## src/lps_pkg.sv

```systemverilog
`timescale 1ns / 1ps
// ----------------------------------------------------------------------------
// lps_pkg
// Shared types, constants and the phase tables of the lamp phase sequencer.
// ----------------------------------------------------------------------------
package lps_pkg;

    localparam int MODE_COUNT = 3;
    localparam int SLOT_COUNT = 7;
    localparam int REM_W      = 17;
    localparam int LOCK_W     = 15;
    localparam int UNIT_W     = 16;

    localparam logic [UNIT_W-1:0] UNIT_RESET = 16'd1000;

    localparam logic [1:0] MODE_LONG   = 2'd0;
    localparam logic [1:0] MODE_RED_YL = 2'd1;
    localparam logic [1:0] MODE_GR_RED = 2'd2;

    typedef enum logic [1:0] {
        LAMP_GREEN  = 2'd0,
        LAMP_YELLOW = 2'd1,
        LAMP_RED    = 2'd2
    } lamp_t;

    typedef struct packed {
        logic       green_on;
        logic       yellow_on;
        logic       red_on;
        logic [1:0] mode_now;
        logic [1:0] phase_now;
        logic       in_lockout;
    } lps_result_t;

    function automatic logic [1:0] mode_len(input logic [1:0] mode);
        unique case (mode)
            MODE_LONG:   mode_len = 2'd3;
            MODE_RED_YL: mode_len = 2'd2;
            MODE_GR_RED: mode_len = 2'd2;
            default:     mode_len = 2'd3;
        endcase
    endfunction

    function automatic logic [2:0] mode_base(input logic [1:0] mode);
        unique case (mode)
            MODE_LONG:   mode_base = 3'd0;
            MODE_RED_YL: mode_base = 3'd3;
            MODE_GR_RED: mode_base = 3'd5;
            default:     mode_base = 3'd0;
        endcase
    endfunction

    function automatic logic [2:0] slot_of(input logic [1:0] mode, input logic [1:0] phase);
        logic [1:0] ph;
        ph = (phase >= mode_len(mode)) ? 2'd0 : phase;
        slot_of = mode_base(mode) + {1'b0, ph};
    endfunction

    function automatic lamp_t slot_lamp(input logic [2:0] slot);
        unique case (slot)
            3'd0:    slot_lamp = LAMP_GREEN;
            3'd1:    slot_lamp = LAMP_YELLOW;
            3'd2:    slot_lamp = LAMP_RED;
            3'd3:    slot_lamp = LAMP_RED;
            3'd4:    slot_lamp = LAMP_YELLOW;
            3'd5:    slot_lamp = LAMP_GREEN;
            default: slot_lamp = LAMP_RED;
        endcase
    endfunction

    // first mode runs two units a phase, the others one
    function automatic logic [REM_W-1:0] default_of(input logic [2:0] slot,
                                                   input logic [UNIT_W-1:0] unit);
        if (slot < 3'd3)
            default_of = {unit, 1'b0};
        else
            default_of = {1'b0, unit};
    endfunction

    function automatic logic [1:0] mode_inc(input logic [1:0] mode);
        mode_inc = (mode >= 2'd2) ? 2'd0 : mode + 2'd1;
    endfunction

    function automatic logic [1:0] mode_dec(input logic [1:0] mode);
        mode_dec = (mode == 2'd0) ? 2'd2 : mode - 2'd1;
    endfunction

endpackage

```

## src/lps_engine.sv

```systemverilog
`timescale 1ns / 1ps
// ----------------------------------------------------------------------------
// lps_engine
// Sequencer state and the per-tick update: phase timing, press handling and
// the post-press lockout. Produces the result of the tick being taken.
// ----------------------------------------------------------------------------
module lps_engine
    import lps_pkg::*;
(
    input  logic                 clk,
    input  logic                 rst_n,
    input  logic                 tick,
    input  logic                 button_pressed,
    input  logic [UNIT_W-1:0]    unit_ticks,
    output lps_result_t          result
);

    logic [1:0]        mode_reg, mode_next;
    logic [1:0]        phase_reg [MODE_COUNT];
    logic [1:0]        phase_next [MODE_COUNT];
    logic [REM_W-1:0]  rem_reg [SLOT_COUNT];
    logic [REM_W-1:0]  rem_next [SLOT_COUNT];
    logic [REM_W-1:0]  elapsed_reg, elapsed_next;
    logic [LOCK_W-1:0] lock_reg, lock_next;

    logic [1:0]        cur_mode, prev_mode, cur_phase, prev_phase, out_phase;
    logic [2:0]        cur_slot, lamp_slot;
    logic [REM_W-1:0]  rem_cur, elapsed_inc;
    lamp_t             lamp;
    logic              hold;

    always_comb
    begin
        cur_mode  = (mode_reg >= 2'd3) ? MODE_LONG : mode_reg;
        prev_mode = mode_dec(cur_mode);
        unique case (cur_mode)
            MODE_RED_YL: cur_phase = phase_reg[1];
            MODE_GR_RED: cur_phase = phase_reg[2];
            default:     cur_phase = phase_reg[0];
        endcase
        unique case (prev_mode)
            MODE_RED_YL: prev_phase = phase_reg[1];
            MODE_GR_RED: prev_phase = phase_reg[2];
            default:     prev_phase = phase_reg[0];
        endcase
        cur_slot    = slot_of(cur_mode, cur_phase);
        rem_cur     = rem_reg[cur_slot];
        elapsed_inc = elapsed_reg + {{(REM_W-1){1'b0}}, 1'b1};
    end

    always_comb
    begin
        mode_next    = cur_mode;
        phase_next   = phase_reg;
        rem_next     = rem_reg;
        elapsed_next = elapsed_reg;
        lock_next    = lock_reg;
        hold         = 1'b0;
        lamp_slot    = cur_slot;
        if (lock_reg != '0)
        begin
            lamp_slot = slot_of(prev_mode, prev_phase);
            hold      = 1'b1;
            if (tick)
                lock_next = lock_reg - {{(LOCK_W-1){1'b0}}, 1'b1};
        end
        else if (button_pressed)
        begin
            hold = unit_ticks[UNIT_W-1:1] != '0;
            if (tick)
            begin
                rem_next[cur_slot] = (elapsed_reg <= rem_cur) ? rem_cur - elapsed_reg : '0;
                mode_next          = mode_inc(cur_mode);
                elapsed_next       = '0;
                lock_next          = unit_ticks[UNIT_W-1:1];
            end
        end
        else if (tick)
        begin
            if (elapsed_inc >= rem_cur)
            begin
                rem_next[cur_slot]   = default_of(cur_slot, unit_ticks);
                phase_next[cur_mode] = (cur_phase + 2'd1 >= mode_len(cur_mode)) ?
                                       2'd0 : cur_phase + 2'd1;
                elapsed_next         = '0;
            end
            else
            begin
                elapsed_next = elapsed_inc;
            end
        end
        lamp = slot_lamp(lamp_slot);
    end

    always_comb
    begin
        unique case (mode_next)
            MODE_RED_YL: out_phase = phase_next[1];
            MODE_GR_RED: out_phase = phase_next[2];
            default:     out_phase = phase_next[0];
        endcase
        result.green_on   = lamp == LAMP_GREEN;
        result.yellow_on  = lamp == LAMP_YELLOW;
        result.red_on     = lamp == LAMP_RED;
        result.mode_now   = mode_next;
        result.phase_now  = out_phase;
        result.in_lockout = hold;
    end

    always_ff @(posedge clk or negedge rst_n)
    begin
        if (!rst_n)
        begin
            mode_reg    <= MODE_LONG;
            elapsed_reg <= '0;
            lock_reg    <= '0;
            for (int i = 0; i < MODE_COUNT; i++)
                phase_reg[i] <= 2'd0;
            for (int i = 0; i < SLOT_COUNT; i++)
                rem_reg[i] <= default_of(3'(i), UNIT_RESET);
        end
        else
        begin
            mode_reg    <= mode_next;
            phase_reg   <= phase_next;
            rem_reg     <= rem_next;
            elapsed_reg <= elapsed_next;
            lock_reg    <= lock_next;
        end
    end

    a_mode_range: assert property (@(posedge clk) disable iff (!rst_n)
        mode_reg != 2'd3)
        else $error("mode index out of range");

    a_phase_range: assert property (@(posedge clk) disable iff (!rst_n)
        phase_reg[0] != 2'd3 && phase_reg[1] <= 2'd1 && phase_reg[2] <= 2'd1)
        else $error("saved phase out of range");

    a_lock_holds_mode: assert property (@(posedge clk) disable iff (!rst_n)
        (tick && lock_reg != '0) |=> $stable(mode_reg) && $stable(elapsed_reg))
        else $error("mode or elapsed time moved during lockout");

    a_one_lamp: assert property (@(posedge clk) disable iff (!rst_n)
        $onehot({result.green_on, result.yellow_on, result.red_on}))
        else $error("lamp drive not one-hot");

endmodule

```

## src/lamp_phase_sequencer.sv

```systemverilog
`timescale 1ns / 1ps
// ----------------------------------------------------------------------------
// lamp_phase_sequencer
// Three-lamp phase sequencer, one request per millisecond tick.
// ----------------------------------------------------------------------------
// Each request is one tick carrying the button level and returns one result
// with the lamp drives, the selected mode, its saved phase and the lockout
// flag. A request is taken every clock unless stalled: the whole update is
// one pass of compare and subtract logic on the state registers, and the
// result lands in an output register. A new request is taken while the result
// is being collected; only a stalled, still-held result holds off the input.
// unit_ticks is written through cfg_wr_en / cfg_wr_data and resets to 1000.
module lamp_phase_sequencer
    import lps_pkg::*;
(
    input  logic              clk,
    input  logic              rst_n,
    input  logic              cfg_wr_en,
    input  logic [UNIT_W-1:0] cfg_wr_data,
    input  logic              in_valid,
    output logic              in_stall,
    input  logic              button_pressed,
    output logic              out_valid,
    input  logic              out_stall,
    output logic              green_on,
    output logic              yellow_on,
    output logic              red_on,
    output logic [1:0]        mode_now,
    output logic [1:0]        phase_now,
    output logic              in_lockout
);

    logic [UNIT_W-1:0] unit_reg;
    logic              out_valid_reg, out_valid_next;
    lps_result_t       result_reg, step_result;
    logic              tick;

    assign in_stall = out_valid_reg && out_stall;
    assign tick     = in_valid && !in_stall;

    lps_engine u_engine (
        .clk            (clk),
        .rst_n          (rst_n),
        .tick           (tick),
        .button_pressed (button_pressed),
        .unit_ticks     (unit_reg),
        .result         (step_result)
    );

    always_comb
    begin
        if (tick)
            out_valid_next = 1'b1;
        else if (out_stall)
            out_valid_next = out_valid_reg;
        else
            out_valid_next = 1'b0;
    end

    always_ff @(posedge clk or negedge rst_n)
    begin
        if (!rst_n)
        begin
            unit_reg      <= UNIT_RESET;
            out_valid_reg <= 1'b0;
        end
        else
        begin
            if (cfg_wr_en)
                unit_reg <= cfg_wr_data;
            out_valid_reg <= out_valid_next;
        end
    end

    always_ff @(posedge clk)
    begin
        if (tick)
            result_reg <= step_result;
    end

    assign out_valid  = out_valid_reg;
    assign green_on   = result_reg.green_on;
    assign yellow_on  = result_reg.yellow_on;
    assign red_on     = result_reg.red_on;
    assign mode_now   = result_reg.mode_now;
    assign phase_now  = result_reg.phase_now;
    assign in_lockout = result_reg.in_lockout;

endmodule

```

## config.mk

```make
export PLATFORM = sky130hd
export DESIGN_NAME = lamp_phase_sequencer
export DESIGN_NICKNAME = d
export VERILOG_FILES = /design/src/lps_pkg.sv /design/src/lps_engine.sv /design/src/lamp_phase_sequencer.sv
export SDC_FILE = /design/constraint.sdc
export NUM_CORES = 1
export LEC_CHECK = 0
export BUFFER_PORTS_ARGS = -buffer_cell sky130_fd_sc_hd__buf_2
export CELL_PAD_IN_SITES_DETAIL_PLACEMENT = 0
export CELL_PAD_IN_SITES_GLOBAL_PLACEMENT = 1
export CORE_AREA = 4 4 199 201
export CTS_BUF_LIST = sky130_fd_sc_hd__clkbuf_16
export CTS_CLUSTER_DIAMETER = 100
export CTS_CLUSTER_SIZE = 28
export DETAILED_ROUTE_END_ITERATION = 7
export DIE_AREA = 0 0 203 205
export PLACE_DENSITY_LB_ADDON = 0.3
export SLEW_MARGIN = 10
export SYNTH_ARGS = -nofsm -noshare
export SYNTH_HDL_FRONTEND = slang
export SYNTH_HIERARCHICAL = 1
export SYNTH_SLANG_ARGS = --single-unit
export TNS_END_PERCENT = 20
```

## constraint.sdc

```tcl
create_clock -name clk -period 12.91 [get_ports clk]
set_input_delay 2.582 -clock clk [delete_from_list [all_inputs] [get_ports clk]]
set_output_delay 2.582 -clock clk [all_outputs]
set_load 0.02 [all_outputs]
```

# After elaboration in Yosys (flattened, before gate mapping)
# Index checks and enable logic that the tools add are counted.
# W data, S select, Z words.
# classes
n_addsub	8
multipliers	0
div_mod_pow	0
order_cmp	12
n_eq_ne	12
shift	0
n_mux	59
bitwise	3
n_reduce_logical	19
# ops
op	n
$mux W119	4
$bwmux W119	2
$mux W17	13
$mux W15	4
$bmux W17 S3	1
$demux W17 S3	1
$mux W2	15
$reduce_bool A15 Y1	2
$mux W6	4
$add A17 B1 Y17 const B	1
$ge A17 B17 Y1	1
$le A17 B17 Y1	1
$sub A17 B17 Y17	1
$pmux W2 S2	4
$sub A15 B1 Y15 const B	1
$pmux W3 S2	2
$eq A2 B1 Y1 const B	4
$eq A2 B2 Y1 const B	4
$reduce_or A2 Y1	4
$add A3 B2 Y3	2
$bwmux W6	1
$eq A3 B3 Y1 const B	2
$ge A2 B2 Y1	3
$mux W3	2
other kinds (22)	34
# word_totals
ff_bits	184
latch_bits	0
ramBits	0
rom_bits	0
word_cells	134
n_memories	0

# Depth between registers and ports, before layout
# Gate-level depths: netlist of the first run.
# depth
word_depth	25
mapped_depth	26
depth_no_buf	24

# Cells and area by module
# The synthesis of the first run kept the hierarchy.
# modules_own_cells
module	instances	cells_per_inst	area_each_um2
lps_engine	1	1087	10249.8
lamp_phase_sequencer	1	46	943.4

# Worst setup path after synthesis of the first run
# Ideal clock, no wire load.
# synth_path
path_kind	reg-to-reg
start	register u_engine.mode_reg[0]
end	register u_engine/rem_reg[117] (netlist name)
arrival_ps	6064
required_ps	12828
path_slack_ps	6763
path_stages_with_launch	26
n_path_buf	8
period_less_slack_ps	6147
cell_sequence	dfrtp_1 -> inv_1 -> ha_1 -> clkbuf_1 -> inv_1 -> o221ai_1 -> o21ai_0 -> nor2b_1 -> ha_1 -> fa_1 -> clkbuf_1 -> clkbuf_1 -> buf_1 -> buf_1 -> mux2i_1 -> inv_1 -> ha_1 -> clkbuf_1 -> nand4_1 -> nor4_1 -> a21o_1 -> clkbuf_1 -> o21a_1 -> clkbuf_1 -> nand3_1 -> a31oi_1
# synth_between
elab_chain_len	18
elab_cells_between_ends	38
cone_classes	2 x add/sub; 7 x order compare; 2 x eq/ne; 22 x mux; 1 x bitwise; 4 x reduce/logical
# synth_lines
element	line_no	source
start, declared	lps_engine.sv:18	logic [1:0] mode_reg, mode_next;
start signal, assigned	lps_engine.sv:124	mode_reg <= mode_next;
$ge A2 B2 Y1	lps_engine.sv:34	cur_mode = (mode_reg >= 2'd3) ? MODE_LONG : mode_reg;
$mux W2 (*)	lps_engine.sv:34	
$eq A2 B1 Y1 or $eq A2 B2 Y1 (tied branches)	lps_pkg.sv:36, lps_pkg.sv:45, lps_engine.sv:36	
$reduce_or A2 Y1 (no line)	-	
$mux W1	lps_pkg.sv:36	unique case (mode)
$ge A2 B2 Y1	lps_pkg.sv:55	ph = (phase >= mode_len(mode)) ? 2'd0 : phase;
$mux W2	lps_pkg.sv:55	
$add A3 B2 Y3 (*)	lps_pkg.sv:56	slot_of = mode_base(mode) + {1'b0, ph};
branches (longest 10 deep; another with $sub A17 B17 Y17)	-	
end signal, assigned by index	lps_engine.sv:120	rem_reg[i] <= default_of(3'(i), UNIT_RESET);
end signal, assigned	lps_engine.sv:126	rem_reg <= rem_next;
end, declared	lps_engine.sv:21	logic [REM_W-1:0] rem_reg [SLOT_COUNT];
# Every way passes the cells marked *. The select of a mux whose other input is x is not followed.
# A chain may end at the register's enable or synchronous reset.

# Worst setup path after layout of the first run
# layout_path
start	register u_engine.mode_reg[0]
end	register u_engine/rem_reg[99] (netlist name)
# The elaborated chain is that of the path after synthesis.

==> results of run 1 <==
## cell families (layout without fill, tap and decap cells)
| family | Yosys count | in the layout | share of synthesized area [%] |
|---|---|---|---|
| DFF | 184 | 184 | 42.0 |
| adders and majority gates | 47 | 47 | 5.45 |
| AOI/OAI and AO/OA | 300 | 300 | 17.8 |
| xor gates and xnor gates | 28 | 28 | 2.19 |
| buffers and inverters | 127 | 153 | 4.71 |
| and+or+nand+nor | 331 | 331 | 14.7 |
| muxes | 116 | 116 | 13.0 |
## placed cells by master (no fill, tap or decap), types with 5 or more instances in the layout
cell,n
o21ai_1,29
nor4_1,9
a22oi_1,8
or4_1,5
mux2_4,10
and3_1,9
a31oi_1,16
mux2i_1,42
dfrtp_1,128
a21oi_1,77
nand2b_1,10
dfstp_2,48
nand3_1,31
inv_1,74
a22o_1,11
mux4_2,15
o21a_1,5
xnor2_1,23
nand4_1,12
inv_6,5
nor4_2,5
or2_1,9
a211oi_1,11
mux2_1,42
nand2_1,100
buf_2,30
nor3_1,28
or3_1,12
a21o_1,9
buf_4,16
o21ai_0,55
mux2_2,7
o31a_1,9
clkbuf_16,17
nor2_1,80
o211ai_1,7
o31ai_1,22
ha_1,43
edfxtp_1,8
## worst min-delay path by stage
| stage | endpoint | startpoint |
|---|---|---|
| detailed placement | u_engine/rem_reg[6] | u_engine/rem_reg[6] |
| global placement | u_engine/rem_reg[108] | u_engine/rem_reg[108] |
| floorplan | u_engine/rem_reg[40] | u_engine/rem_reg[40] |
| CTS | u_engine/rem_reg[6] | u_engine/rem_reg[6] |
| global route | u_engine/rem_reg[9] | u_engine/rem_reg[9] |
| finish | u_engine/rem_reg[6] | u_engine/rem_reg[6] |
## per-stage QoR
stage               area [sq um]  cells  utilization, %  hold slack (ns)  total power, W
global placement           11900   1638            31.7            0.452        0.000832
detailed placement         11900   1638            31.7            0.458        0.000832
finish                     12500   1670            33.2            0.467         0.00133
global route               12500   1670            33.2            0.498         0.00140
CTS                        12500   1670            33.2            0.469         0.00135
floorplan                  11200   1133               -            0.442        0.000760
## metal layers
layer	routed length (microns)	track usage (%)	share of wire (%)
met5	0	0	0
met4	839	5.16	2.5
met3	1150	2.22	3.4
met2	15300	25.8	45
met1	16600	23.9	49
## report_power, final
group          switching [W]  internal (W)
sequential         0.0000278      0.000604
combinational       0.000126     0.0000637
clock               0.000257      0.000255
## layout make-up
cell class / count / area share, %
Clock inverter: 15 / 1.10
Sequential cell: 184 / 37.8
Multi-Input combinational cell: 822 / 48.1
Clock buffer: 17 / 3.41
Timing Repair Buffer: 47 / 2.26
Tap cell: 511 / 5.13
Inverter: 74 / 2.23
## synth_stat cells, types with 4 or more instances
cell type  instances  area share (%)
mux2_4            10             1.3
a22oi_1            8            0.54
nand4_1           12            0.67
mux2_1            42             4.2
or4_1              5            0.34
o21ai_0           55             2.5
xnor2_1           24             1.9
and3_1             9            0.50
mux2_2             7            0.70
o31ai_1           22             1.5
o21a_1             5            0.34
nor2_1            80             2.7
a21oi_1           77             3.4
xor2_1             4            0.31
buf_2              9            0.40
edfxtp_1           8             2.1
mux4_2            15             3.0
clkbuf_1          32             1.1
nor4_1             9            0.50
nor2b_1            4            0.22
nand3_1           31             1.4
a22o_1            11            0.86
buf_4              4            0.27
buf_1              6            0.20
o211ai_1           7            0.47
nor4_2             5            0.56
ha_1              44             4.9
or3_1             12            0.67
a21o_1             9            0.60
dfrtp_1          128              29
a31oi_1           16            0.89
mux2i_1           42             3.8
nand2b_1          10            0.56
o21ai_1           29             1.3
dfstp_2           48              11
nor3_1            28             1.3
or2_1              9            0.50
nand2_1          100             3.4
inv_1             74             2.5
o31a_1             9            0.70
o2111ai_1          4            0.31
a211oi_1          11            0.74
## tightest hold or removal path, stage by stage (launching register included)
cell and delay (ns):
dfstp_2 0.37, nand2_1 0.04, o21ai_1 0.05
==> run summary, run 1 <==
Worst min-delay path category - flop to flop
DR vias/cell - 5.23
Syn_nets - 1202
Rel. slew slack - 21.5%
Register area share after synthesis - 42.0%
R2R Setup Slk - 6.05 ns
Crit Path Max Fanout - 37
Worst setup SP type - flop
Fill cells - 3869
Number of cells upsized or downsized after cts - 0
I/O pins - 32
Place WS - 6.01 ns
DRT iter0 DRCs - 725
CTS max path bufs - 2
CP dominant cell by count - inv_1
Worst Tran Pin Value - 1.17 ns
Reg2reg end - u_engine/rem_reg[99]
Core area - 37600 sq um
Min Tclk post-route - 6.86 ns
Largest net degree at the start of global routing - 100
Setup TNS - 0 ns
Crit path kind - flop to flop
Layout overhead on the synthesized area - 11.3%
CTS tree - built
Avg Cell Area, Syn - 9.88 sq um
Mapped Cells - 1133
RD Place Congestion - 0.870
Worst-Skew Late Latency - 0.44 ns
Prevailing post-synth register cell - dfrtp_1
RSZ-0062 raised after global routing - false
Final Skew - 0.0178 ns
Residual DRC count - 0
Die H - 205 microns
CP startpoint - u_engine/mode_reg[0]
Pwr per Cell Area - 107 nW/um^2
Fin. Hold Viols - 0
Fin worst setup slack - 6.05 ns
Clock Sinks - 184
Setup violations, final - 0
Clk slew on worst S/H paths - 0.07 ns
Initial antenna violation count - 0
Initial Util - 29.8%
CTS Buf Count - 17
Hold-fix buffers, CTS - 0
Max reg flops - 119
WP data required - 13.23 ns
Fin crit share - 53.1%
Kind of end point of the critical path - flop
Cell leakage power - 5.30 nW
FMAX - 0.146 GHz
CP Depth - 21
Max-Cap Viols - 0
Final HPWL DP - 24400 microns
Via count - 8735
Die extent in x - 203 microns
# Post-CTS Setup Buffers - 0
Synth Register Bits - 184
Worst reg-to-reg path cell count - 21
Worst path cell trace - inv_1 -> ha_1 -> inv_1 -> o221ai_1 -> o21ai_0 -> nor2b_1 -> ha_2 -> fa_2 -> buf_4 -> mux2i_1 -> nand2_1 -> o31ai_1 -> a211oi_1 -> inv_1 -> ha_1 -> nand3_1 -> o31ai_2 -> buf_4 -> o311ai_2 -> nor2_1 -> mux2_1
Synth async-reset ratio - 95.7%
Nets - 1215
Antenna viol nets, final - 0
Post-Synthesis Cell Area - 11200 sq um
Netlist cell types - 85
EDFF count, synth - 8
Reg area - 4700 sq um
Routed WL - 33900 microns
Diode count - 0
Area taken by multi-input logic gates - 5990 sq um
Crit path largest cell delay - 0.97 ns
Layout cells sized above 1 - 16.1%
Vias in the first global route - 8828
WP buf/inv - 5
First-pass GRT wire length - 53700 microns
Row cnt - 71
Setup crit end - u_engine/rem_reg[99]
# H-tree levels - 4
Peak supply drop - 0.0725 mV
Overflow after GRT - 0
All-layer global routing usage - 16.5%
Outcome - complete, no violations
Hold depth - 2
Die Area - 41600 sq um
Synth Warn # - 6
Slew Viols, Final - 0
Crit path max-delay family - compound AO/OA/AOI/OAI gates
Crit path DAT - 7.18 ns
Worst R2R Start - u_engine/mode_reg[0]
Root Buffer - clkbuf_16
Input/output buffers - 31
DR pass1 iterations - 6
WL per Instance - 20.3 microns
Critical-path cell with the highest stage delay - nor2_1
No activity file was read; power rests on OpenSTA's default activity.
==> run 2: changes to the inputs <==
clock period = 6.8 ns   (was 12.91 ns; I/O delays follow)
==> run 2 against run 1 <==
- global-route usage up 0.10 points
- sequential power increased by 90%
- cell count increased by 1.4%
- die area unchanged
- cell area grew 1.3%
- critical path type unchanged
- critical endpoint is now u_engine/rem_reg[27]
- largest power group unchanged
==> run summary, run 2 (synthesis gave the netlist of run 1 again) <==
Via count - 8893
Pwr per Cell Area - 199 nW/um^2
Crit path largest cell delay - 0.59 ns
Worst Tran Pin Value - 0.928 ns
Initial Util - 29.8%
First-pass GRT wire length - 53700 microns
Root Buffer - clkbuf_16
Worst reg-to-reg path cell count - 21
Max-Cap Viols - 0
Diode count - 0
# Post-CTS Setup Buffers - 0
Setup TNS - 0 ns
Number of cells upsized or downsized after cts - 0
Hold depth - 2
Hold-fix buffers, CTS - 0
Cell leakage power - 5.41 nW
WL per Instance - 20.4 microns
Nets - 1238
# H-tree levels - 4
I/O pins - 32
Largest net degree at the start of global routing - 71
FMAX - 0.155 GHz
Max reg flops - 119
Die extent in x - 203 microns
Antenna viol nets, final - 0
Final Instance Area - 12600 sq um
Final HPWL DP - 25300 microns
DR vias/cell - 5.25
Core area - 37600 sq um
Fin crit share - 94.6%
Die H - 205 microns
Row cnt - 71
Routed WL - 34600 microns
Min Tclk post-route - 6.43 ns
Crit path max-delay family - compound AO/OA/AOI/OAI gates
Crit path kind - flop to flop
CTS Buf Count - 17
Slew Viols, Final - 0
CTS tree - built
Hold slack - 0.467 ns
Clock Sinks - 184
WP buf/inv - 4
Outcome - complete, no violations
Most frequent cells in the layout - dfrtp_1 (128), nand2_1 (100), nor2_1 (80)
WP data required - 7.14 ns
Total chip power - 0.00251 W
CP Depth - 21
DR pass1 iterations - 5
Worst min-delay path category - flop to flop
Cell area after placement - 12100 sq um
Setup violations, final - 0
Worst-Skew Late Latency - 0.44 ns
Worst path cell trace - inv_1 -> ha_1 -> inv_1 -> o221ai_1 -> o21ai_0 -> nor2b_1 -> ha_2 -> fa_2 -> xor2_4 -> buf_12 -> mux4_2 -> mux2i_1 -> inv_1 -> ha_1 -> a211oi_1 -> o21bai_1 -> o21ai_0 -> or4b_1 -> o311ai_0 -> a21oi_1 -> o31ai_1
Overflow after GRT - 0
Rel. slew slack - 38.0%
Most common cell after layout, fill and taps aside - dfrtp_1
Layout overhead on the synthesized area - 12.7%
Initial antenna violation count - 0
Vias in the first global route - 8795
Layout cells sized above 1 - 17.6%
All-layer global routing usage - 16.6%
CTS max path bufs - 2
Die Area - 41600 sq um
CP dominant cell by count - inv_1
Kind of end point of the critical path - flop
Crit Path Max Fanout - 34
RD Place Congestion - 0.852
Clk slew on worst S/H paths - 0.07 ns
Crit path DAT - 6.78 ns
Critical-path cell with the highest stage delay - o21ai_0
Worst setup SP type - flop
RSZ-0062 raised after global routing - false
Input/output buffers - 31
DRT iter0 DRCs - 624
Final Skew - 0.0110 ns
Peak supply drop - 0.122 mV
Fin. Hold Viols - 0
Residual DRC count - 0
-- run 2: cell count changes in the layout (fill, tap and decap cells not counted), sizes merged --
cell / before / now
buf: 47 / 70
clkinv: 5 / 7
clkinvlp: 2 / 1
inv: 82 / 81
-- run 2: layer usage --
metal / wire length [microns] / vias to the layer above / global-route usage [%]
met3: 1080 / 31 / 1.99
met1: 16200 / 4489 / 23.2
met5: 0 / - / 0
li1: - / 4211 / -
met2: 16800 / 162 / 27.7
met4: 580 / 0 / 4.27
-- run 2: layout make-up --
type                    count  area (sq um)
multi-input cells         822          5990
fillers                  3868         25000
repair buffers             70           474
well taps                 511           639
clock inverters            15           105
inverters                  74           278
flip-flops and latches    184          4700
clock buffers              17           425
-- run 2: worst paths after layout --
path | startpoint | end | slack (ns)
max in group asynchronous | rst_n | u_engine/rem_reg[85] | 4.67
min in group asynchronous | rst_n | u_engine/lock_reg[6] | 0.85
hold reg to reg | u_engine/rem_reg[74] | u_engine/rem_reg[74] | 0.47
setup / recovery | u_engine/mode_reg[0] | u_engine/rem_reg[27] | 0.37
hold / removal | u_engine/rem_reg[74] | u_engine/rem_reg[74] | 0.47
setup reg to reg | u_engine/mode_reg[0] | u_engine/rem_reg[27] | 0.37
-- run 2: worst register-to-register path: stages (launching register included) --
cell and delay (ns):
dfrtp_1 0.38, inv_1 0.07, ha_1 0.47, inv_1 0.19
o221ai_1 0.11, o21ai_0 0.14, nor2b_1 0.16, ha_2 0.18
fa_2 0.40, xor2_4 0.18, buf_12 0.27, mux4_2 0.40
mux2i_1 0.45, inv_1 0.09, ha_1 0.37, a211oi_1 0.26
o21bai_1 0.18, o21ai_0 0.59, or4b_1 0.49, o311ai_0 0.25
a21oi_1 0.39, o31ai_1 0.33
-- run 2: through the flow --
stage / std cells / setup slack [ns] / util, %
detailed placement: 1660 / 0.327 / 32.1
CTS: 1692 / 0.319 / 33.5
floorplan: 1133 / 0.653 / -
global placement: 1660 / 0.316 / 32.1
global route: 1693 / 0.0858 / 33.6
finish: 1693 / 0.369 / 33.6
-- run 2: power by group --
part	leakage, nW	switching [W]	internal, W
Clock	0.271	0.000461	0.000469
Combinational	2.86	0.000245	0.000133
Sequential	2.28	0.0000515	0.00115
